==> config.mk <==
export PLATFORM = sky130hd
export DESIGN_NAME = queue_from_two_stacks_top_flat
export DESIGN_NICKNAME = d
export VERILOG_FILES = /design/src/rtl/qts_pkg.sv /design/src/rtl/qts_if.sv /design/src/rtl/qts_stack.sv /design/src/rtl/qts_ctrl.sv /design/src/rtl/queue_from_two_stacks_top.sv /design/src/flat_wrapper.sv
export SDC_FILE = /design/constraint.sdc
export NUM_CORES = 1
export LEC_CHECK = 0
export BUFFER_PORTS_ARGS = -buffer_cell sky130_fd_sc_hd__buf_4
export CORE_MARGIN = 2
export CORE_UTILIZATION = 56
export CTS_BUF_LIST = sky130_fd_sc_hd__clkbuf_16
export CTS_CLUSTER_SIZE = 16
export DETAILED_ROUTE_END_ITERATION = 10
export PLACE_DENSITY = 0.75
export SLEW_MARGIN = 20
export SYNTH_ARGS = -nofsm -noshare
export SYNTH_HDL_FRONTEND = slang
export SYNTH_SLANG_ARGS = --single-unit
==> constraint.sdc <==
create_clock -name clk -period 3.5 [get_ports clk]
set_input_delay 0.525 -clock clk [delete_from_list [all_inputs] [get_ports clk]]
set_output_delay 0.525 -clock clk [all_outputs]
set_load 0.02 [all_outputs]
==> src/rtl/qts_pkg.sv <==
// Package for the two-stack queue: field widths, command and status codes,
// configuration defaults. No dependencies.
package qts_pkg;

	localparam int DATA_W        = 32;
	localparam int CMD_W         = 2;
	localparam int STATUS_W      = 2;
	localparam int CAP_W         = 5;
	localparam int DEPTH_DEFAULT = 16;

	localparam logic [CAP_W-1:0] CAP_RESET = 5'd16;

	localparam logic [CMD_W-1:0] CMD_ENQ   = 2'd0;
	localparam logic [CMD_W-1:0] CMD_DEQ   = 2'd1;
	localparam logic [CMD_W-1:0] CMD_FRONT = 2'd2;

	localparam logic [STATUS_W-1:0] STATUS_OK    = 2'd0;
	localparam logic [STATUS_W-1:0] STATUS_FULL  = 2'd1;
	localparam logic [STATUS_W-1:0] STATUS_EMPTY = 2'd2;

	localparam logic signed [DATA_W-1:0] EMPTY_WORD = -32'sd1;
	localparam logic signed [DATA_W-1:0] ZERO_WORD  = 32'sd0;

endpackage

==> src/rtl/qts_if.sv <==
// Channel interfaces of the two-stack queue: command items, result items and
// capacity writes. Depends on qts_pkg.
interface qts_req_if;
	import qts_pkg::*;
	logic                     valid;
	logic                     ready;
	logic [CMD_W-1:0]         command;
	logic signed [DATA_W-1:0] data_in;
	modport source (output valid, command, data_in, input ready);
	modport sink   (input valid, command, data_in, output ready);
endinterface

interface qts_rsp_if;
	import qts_pkg::*;
	logic                     valid;
	logic                     ready;
	logic signed [DATA_W-1:0] data_out;
	logic [STATUS_W-1:0]      status;
	logic                     now_empty;
	modport source (output valid, data_out, status, now_empty, input ready);
	modport sink   (input valid, data_out, status, now_empty, output ready);
endinterface

interface qts_cfg_if;
	import qts_pkg::*;
	logic             valid;
	logic             ready;
	logic [CAP_W-1:0] capacity;
	modport source (output valid, capacity, input ready);
	modport sink   (input valid, capacity, output ready);
endinterface

==> src/rtl/qts_stack.sv <==
// Word store of one stack: one write port and one registered read port.
// Depends on qts_pkg.
module qts_stack #(
	parameter int DEPTH = qts_pkg::DEPTH_DEFAULT,
	localparam int AW = (DEPTH > 1) ? $clog2(DEPTH) : 1
) (
	input  logic                             clk,
	input  logic                             we,
	input  logic [AW-1:0]                    waddr,
	input  logic signed [qts_pkg::DATA_W-1:0] wdata,
	input  logic                             re,
	input  logic [AW-1:0]                    raddr,
	output logic signed [qts_pkg::DATA_W-1:0] rdata
);
	import qts_pkg::*;

	logic signed [DATA_W-1:0] mem [DEPTH];
	logic signed [DATA_W-1:0] rdata_q;

	always_ff @(posedge clk) begin
		if (we) begin
			mem[waddr] <= wdata;
		end
		if (re) begin
			rdata_q <= mem[raddr];
		end
	end

	assign rdata = rdata_q;

endmodule

==> src/rtl/qts_ctrl.sv <==
// Sequencer of the two-stack queue: counts, word transfer, result register.
// Depends on qts_pkg, qts_if and qts_stack.
module qts_ctrl #(
	parameter int DEPTH = qts_pkg::DEPTH_DEFAULT,
	localparam int CW = $clog2(DEPTH + 1)
) (
	input  logic          clk,
	input  logic          arst_n,
	input  logic [CW-1:0] lim,
	qts_req_if.sink       req,
	qts_rsp_if.source     rsp
);
	import qts_pkg::*;

	localparam int AW = (DEPTH > 1) ? $clog2(DEPTH) : 1;

	localparam logic [2:0] ST_IDLE = 3'd0;
	localparam logic [2:0] ST_XRD  = 3'd1;
	localparam logic [2:0] ST_XWR  = 3'd2;
	localparam logic [2:0] ST_CHK  = 3'd3;
	localparam logic [2:0] ST_FRD  = 3'd4;
	localparam logic [2:0] ST_RES  = 3'd5;

	logic [2:0]               state_q;
	logic [CW-1:0]            in_cnt_q;
	logic [CW-1:0]            out_cnt_q;
	logic                     deq_q;
	logic signed [DATA_W-1:0] res_data_q;
	logic [STATUS_W-1:0]      res_status_q;
	logic                     out_valid_q;
	logic signed [DATA_W-1:0] out_data_q;
	logic [STATUS_W-1:0]      out_status_q;
	logic                     out_empty_q;

	logic                     accept;
	logic                     in_room;
	logic                     out_room;
	logic [CW-1:0]            in_dec;
	logic [CW-1:0]            out_dec;
	logic                     in_we;
	logic                     out_we;
	logic                     in_re;
	logic                     out_re;
	logic signed [DATA_W-1:0] in_rdata;
	logic signed [DATA_W-1:0] out_rdata;
	logic                     res_free;

	assign req.ready = (state_q == ST_IDLE);
	assign accept    = req.valid && req.ready;
	assign in_room   = (in_cnt_q < lim);
	assign out_room  = (out_cnt_q < lim);
	assign in_dec    = in_cnt_q - 1'b1;
	assign out_dec   = out_cnt_q - 1'b1;
	assign in_we     = accept && (req.command == CMD_ENQ) && in_room;
	assign in_re     = (state_q == ST_XRD);
	assign out_we    = (state_q == ST_XWR) && out_room;
	assign out_re    = (state_q == ST_CHK) && (out_cnt_q != '0);
	assign res_free  = !out_valid_q || rsp.ready;

	qts_stack #(.DEPTH(DEPTH)) u_in_stack (
		.clk   (clk),
		.we    (in_we),
		.waddr (in_cnt_q[AW-1:0]),
		.wdata (req.data_in),
		.re    (in_re),
		.raddr (in_dec[AW-1:0]),
		.rdata (in_rdata)
	);

	qts_stack #(.DEPTH(DEPTH)) u_out_stack (
		.clk   (clk),
		.we    (out_we),
		.waddr (out_cnt_q[AW-1:0]),
		.wdata (in_rdata),
		.re    (out_re),
		.raddr (out_dec[AW-1:0]),
		.rdata (out_rdata)
	);

	always_ff @(posedge clk or negedge arst_n) begin
		if (!arst_n) begin
			state_q     <= ST_IDLE;
			in_cnt_q    <= '0;
			out_cnt_q   <= '0;
			out_valid_q <= 1'b0;
		end else begin
			if (rsp.valid && rsp.ready && (state_q != ST_RES)) begin
				out_valid_q <= 1'b0;
			end
			unique case (state_q)
				ST_IDLE: begin
					if (accept) begin
						deq_q <= (req.command == CMD_DEQ);
						unique case (req.command)
							CMD_ENQ: begin
								res_data_q <= ZERO_WORD;
								if (in_room) begin
									in_cnt_q     <= in_cnt_q + 1'b1;
									res_status_q <= STATUS_OK;
								end else begin
									res_status_q <= STATUS_FULL;
								end
								state_q <= ST_RES;
							end
							CMD_DEQ, CMD_FRONT: begin
								if (out_cnt_q == '0 && in_cnt_q != '0) begin
									state_q <= ST_XRD;
								end else begin
									state_q <= ST_CHK;
								end
							end
							default: begin
								res_data_q   <= ZERO_WORD;
								res_status_q <= STATUS_OK;
								state_q      <= ST_RES;
							end
						endcase
					end
				end
				ST_XRD: begin
					in_cnt_q <= in_dec;
					state_q  <= ST_XWR;
				end
				ST_XWR: begin
					if (out_room) begin
						out_cnt_q <= out_cnt_q + 1'b1;
					end
					state_q <= (in_cnt_q != '0) ? ST_XRD : ST_CHK;
				end
				ST_CHK: begin
					if (out_cnt_q == '0) begin
						res_data_q   <= EMPTY_WORD;
						res_status_q <= STATUS_EMPTY;
						state_q      <= ST_RES;
					end else begin
						state_q <= ST_FRD;
					end
				end
				ST_FRD: begin
					res_data_q   <= out_rdata;
					res_status_q <= STATUS_OK;
					if (deq_q) begin
						out_cnt_q <= out_dec;
					end
					state_q <= ST_RES;
				end
				ST_RES: begin
					if (res_free) begin
						out_valid_q  <= 1'b1;
						out_data_q   <= res_data_q;
						out_status_q <= res_status_q;
						out_empty_q  <= (in_cnt_q == '0) && (out_cnt_q == '0);
						state_q      <= ST_IDLE;
					end
				end
				default: begin
					state_q <= ST_IDLE;
				end
			endcase
		end
	end

	assign rsp.valid     = out_valid_q;
	assign rsp.data_out  = out_data_q;
	assign rsp.status    = out_status_q;
	assign rsp.now_empty = out_empty_q;

endmodule

==> src/rtl/queue_from_two_stacks_top.sv <==
// Two-stack queue of signed 32-bit words; capacity register and sequencer.
// A dequeue or front first moves all in-stack words over when the out-stack is empty.
// One item at a time; the next is taken once the result is in the output register.
// Reset clears both counts and sets capacity to 16; stored words are not cleared.
// Depends on qts_pkg, qts_if, qts_stack and qts_ctrl.
module queue_from_two_stacks_top #(
	parameter int DEPTH = qts_pkg::DEPTH_DEFAULT
) (
	input  logic      clk,
	input  logic      arst_n,
	qts_req_if.sink   req,
	qts_rsp_if.source rsp,
	qts_cfg_if.sink   cfg
);
	import qts_pkg::*;

	localparam int CW = $clog2(DEPTH + 1);
	localparam int LW = (CW > CAP_W) ? CW : CAP_W;

	logic [CAP_W-1:0] capacity_q;
	logic [LW-1:0]    cap_ext;
	logic [LW-1:0]    depth_ext;
	logic [LW-1:0]    lim_ext;
	logic [CW-1:0]    lim;

	assign cfg.ready = 1'b1;

	always_ff @(posedge clk or negedge arst_n) begin
		if (!arst_n) begin
			capacity_q <= CAP_RESET;
		end else if (cfg.valid && cfg.ready) begin
			capacity_q <= cfg.capacity;
		end
	end

	assign cap_ext   = LW'(capacity_q);
	assign depth_ext = LW'(DEPTH);
	assign lim_ext   = (cap_ext > depth_ext) ? depth_ext : cap_ext;
	assign lim       = lim_ext[CW-1:0];

	qts_ctrl #(.DEPTH(DEPTH)) u_ctrl (
		.clk    (clk),
		.arst_n (arst_n),
		.lim    (lim),
		.req    (req),
		.rsp    (rsp)
	);

endmodule

==> src/flat_wrapper.sv <==
// flat-port wrapper written by rule: the top's interface ports become plain ports
module queue_from_two_stacks_top_flat import qts_pkg::*;
#(
	parameter int DEPTH = qts_pkg::DEPTH_DEFAULT
)
  (clk, arst_n, req_valid, req_command, req_data_in, req_ready, rsp_valid, rsp_data_out, rsp_status, rsp_now_empty, rsp_ready, cfg_valid, cfg_capacity, cfg_ready);
  qts_req_if req_i ();
  qts_rsp_if rsp_i ();
  qts_cfg_if cfg_i ();
  input  logic clk;
  input  logic arst_n;
  input wire logic [$bits(req_i.valid)-1:0] req_valid;
  input wire logic [$bits(req_i.command)-1:0] req_command;
  input wire logic [$bits(req_i.data_in)-1:0] req_data_in;
  output wire logic [$bits(req_i.ready)-1:0] req_ready;
  output wire logic [$bits(rsp_i.valid)-1:0] rsp_valid;
  output wire logic [$bits(rsp_i.data_out)-1:0] rsp_data_out;
  output wire logic [$bits(rsp_i.status)-1:0] rsp_status;
  output wire logic [$bits(rsp_i.now_empty)-1:0] rsp_now_empty;
  input wire logic [$bits(rsp_i.ready)-1:0] rsp_ready;
  input wire logic [$bits(cfg_i.valid)-1:0] cfg_valid;
  input wire logic [$bits(cfg_i.capacity)-1:0] cfg_capacity;
  output wire logic [$bits(cfg_i.ready)-1:0] cfg_ready;
  assign req_i.valid = req_valid;
  assign req_i.command = req_command;
  assign req_i.data_in = req_data_in;
  assign req_ready = req_i.ready;
  assign rsp_valid = rsp_i.valid;
  assign rsp_data_out = rsp_i.data_out;
  assign rsp_status = rsp_i.status;
  assign rsp_now_empty = rsp_i.now_empty;
  assign rsp_i.ready = rsp_ready;
  assign cfg_i.valid = cfg_valid;
  assign cfg_i.capacity = cfg_capacity;
  assign cfg_ready = cfg_i.ready;
  queue_from_two_stacks_top #(.DEPTH(DEPTH)) u_core (.clk(clk), .arst_n(arst_n), .req(req_i), .rsp(rsp_i), .cfg(cfg_i));
endmodule
==> run summary <==
The longest clock path from root to sink contains 3 buffers. The number of CTS-inserted buffers came out at between 100 and 150. The share of flip-flops with an asynchronous set or reset came out at under 10%. The wire length of the first global-routing pass came out at roughly 130 mm. The final net count is around 2.1k. The area of the mapped netlist is 44400 um2.

The number of register bits inferred by synthesis is between 1k and 1.5k. The routability congestion estimate from global placement came out at around 0.84. The cell count after synthesis came out at roughly 1.8k. Summed over all failing endpoints, the final setup total negative slack is 0 ns. The cell area after placement came out at approximately 47000 um2. The number of non-filler instances in the completed layout is about 3.2k. The via count of the first global-routing pass came out at 20.5k.

The clock-pin slew reported for the worst setup and hold paths after clock tree synthesis is about 0.060 ns. In this run the clock root is driven by a clkbuf_16. Counting instances in the post-synthesis netlist gives the leading cell types as edfxtp_1, mux4_2, nand2_1. Hold timing on the final database bottoms out at a slack of 0.148 ns. The top-level port count is 82. The total number of H-tree levels is 3.

The number of setup violations in the final report came out at 0. Across the run, the number of max-cap violations was 0. The slew at the pin closest to its max-slew limit is roughly 0.93 ns. The cell count after placement came out at about 2.9k. The run finished with clean final reports. IR analysis of the VDD net gives a maximum drop of 736 uV. The cell type with the highest aggregate area in the netlist is edfxtp_1. The portion of the clock cycle consumed by the worst path in the final layout is 86.6%. The relative area change from synthesis to final layout came out at 13.7%.

The total number of vias came out at just under 20k. After synthesis, the largest family of logic cells by area is multiplexers. Headroom to the max-slew limit came out at 38.0%.

The leakage power of the design came out at 16.1 nW. The via density per instance is 6.21. Sequential cells were found to cover between 70 and 80% of the synthesized design area. The worst path needs 3.03 ns of the cycle, external delays included.

The power density over the cells came out at 846 nW/um2. The class of the worst hold path is in2reg. Based on the critical path, the design can be clocked at up to about 330 MHz. The worst slack at placement came out at between 0.5 and 0.6 ns. In this run, distinct cell masters in the synthesized netlist total 52. The count of nets left with antenna violations once routing finished came out at 0. The finished cells cover ~50000 um2. The Yosys warning count is 0. The mean post-synth cell area is approximately 24 um2. Setup repair after global routing left no endpoint under its margin.

The most used flip-flop cell after synthesis is edfxtp_1. Detailed placement ended at an HPWL of around 50 mm. The overall track demand over capacity in global routing came out at between 20% and 30%. The latest clock arrival within the worst-skew pair is 0.67 ns. The post-synthesis adder-cell area fraction is less than 1%.

The xor/xnor cell area share of the yosys netlist is 0.214%. Before antenna repair, the detailed router went through 5 iterations. Row generation in the floorplan step produced approximately 100 rows. The synthesized design contains between 1k and 1.5k enable-type register cells.

The maximum fanout count along the critical path is 32. The remaining global-route overflow came out at 0. The maximum number of pins on one net before global-route repair came out at about 110. The type of origin of the critical path is a flip-flop. In this run the horizontal extent of the chip is around 290 um. The total clock sinks came out at roughly 1.2k. Sorting the synthesized cells by area gives the leading types as edfxtp_1, mux4_2, dfrtp_1. From bottom edge to top edge, the die measures 286 um. The final number of max-transition violations is 0. In the post-synthesis netlist, the cell with the most instances is edfxtp_1. The TritonCTS clock tree is built.

The post-layout utilization of the core is about 64%. The wire length per cell came out at 28.5 um. The clock skew after layout came out at between 0.02 and 0.025 ns. The least setup slack across all paths after layout came out at 0.468 ns. Synthesis produced a netlist with a net count of around 1.9k. For the worst setup path, the data arrival time is ~3.3 ns. The number of buffers inserted by port buffering came out at 80. Summing the areas of all compound-gate instances in the mapped netlist gives 0.510% of the synthesized area. Of the post-synthesis cell area, the dominant cell type holds 78.3%. The hold violation total from the final report is 0. The share of synthesized area spent on multiplexers is between 10% and 20%. The simple-gate share of the synthesized area came out at between 1.5 and 2%. The final layout contains routed wiring with a total length of about 90 mm. Post-CTS repair changed the size of 0 cells. The type of element capturing the critical path is a flip-flop.

In the final layout, the share of cells above drive strength 1 is approximately a third. The data required time at the worst endpoint is approximately 3.8 ns. The number of antenna violations at the first check in global routing was 5.

The number of hold buffers added after CTS was 1. For this configuration, the core starts out at a cell density of about 56%. The post-CTS setup buffer count came out at 0. The worst setup path is of the reg2reg kind. The first routing iteration left approximately 2.2k violations. The final routed DRC violation total is 0. After layout, the design draws a total of around 43 mW.

The die area came out at a little over 80000 um2. The total area inside the core boundary comes to approximately 79000 um2.
layer usage:
layer	vias to the layer above	share of wire, %	track usage (%)
met4	6	2.4	6.71
met2	892	49	35.7
met1	10400	40	32.3
met5	-	0.039	0
li1	8151	-	-
met3	159	8.7	5.15
power breakdown:
group / internal, mW / switching (mW) / total, mW / leakage [nW]
registers: 17.7 / 1.34 / 19.0 / 10.7
logic: 6.18 / 6.08 / 12.3 / 3.68
clock network: 6.42 / 4.98 / 11.4 / 1.78
total: 30.3 / 12.4 / 42.7 / 16.1
final timing paths:
kind | cells after the start | to | slack, ns | from
max in group asynchronous | 2 | u_core.u_ctrl.out_cnt_q[0] | 2.85 | arst_n
worst min register to register | 0 | u_core.u_ctrl.rsp.data_out[31] | 0.42 | u_core.u_ctrl.res_data_q[31]
min in group asynchronous | 2 | u_core.cap_ext[0] | 0.33 | arst_n
worst min-delay path | 1 | u_core.u_ctrl.u_in_stack.mem[3][10] | 0.15 | req_data_in[10]
worst max-delay path | 8 | u_core.u_ctrl.u_out_stack.mem[3][23] | 0.47 | u_core.cap_ext[4]
worst max register to register | 8 | u_core.u_ctrl.u_out_stack.mem[3][23] | 0.47 | u_core.cap_ext[4]
flip-flops by register name, summed over array words and instances (netlist names), 2 cells and up:
register                         count
u_core.u_ctrl.res_status_q           2
u_core.u_ctrl.u_in_stack.rdata      32
u_core.u_ctrl.u_out_stack.rdata     32
u_core.u_ctrl.rsp.status             2
u_core.u_ctrl.rsp.data_out          32
u_core.u_ctrl.state_q                3
u_core.u_ctrl.res_data_q            32
u_core.u_ctrl.u_out_stack.mem      512
u_core.u_ctrl.u_in_stack.mem       512
u_core.u_ctrl.in_cnt_q               5
u_core.cap_ext                       5
u_core.u_ctrl.out_cnt_q              5
cells in the final DEF (no fill, tap or decap), drive strengths merged, types with 8 or more instances in the layout:
cell type  count
ha            20
nor2          36
dfrtp         18
and3           8
clkbuf       113
edfxtp      1158
mux4         320
nand2         83
inv           39
clkinvlp       8
bufinv         8
clkinv        51
buf          157
kinds of logic (layout without fill, tap and decap cells):
family,Yosys count,in the layout
mux,324,324
simple gates,163,163
other cells,1,2
flops,1177,1177
xor+xnor,10,10
compound gates,32,32
buf+inv,104,377
fa+ha+maj,20,20
layout make-up:
cell class              instances  area [um2]
repair buffers                158        1480
clock inverters                91         642
fillers                      4902       28300
well taps                    1050        1310
multi-input cells             550        8910
inverters                      15        56.3
flip-flops and latches       1177       35300
clock buffers                 113        2830
diodes                          1        2.50
critical path: stages (launching register included):
cell       delay, ns
dfstp_2         0.54
inv_1           0.10
nand2_1         0.11
ha_1            0.23
o2111ai_1       0.28
o221a_1         0.44
nand2_1         0.35
nor2_4          0.16
buf_4           0.43
(Power assumes the default switching activity.)
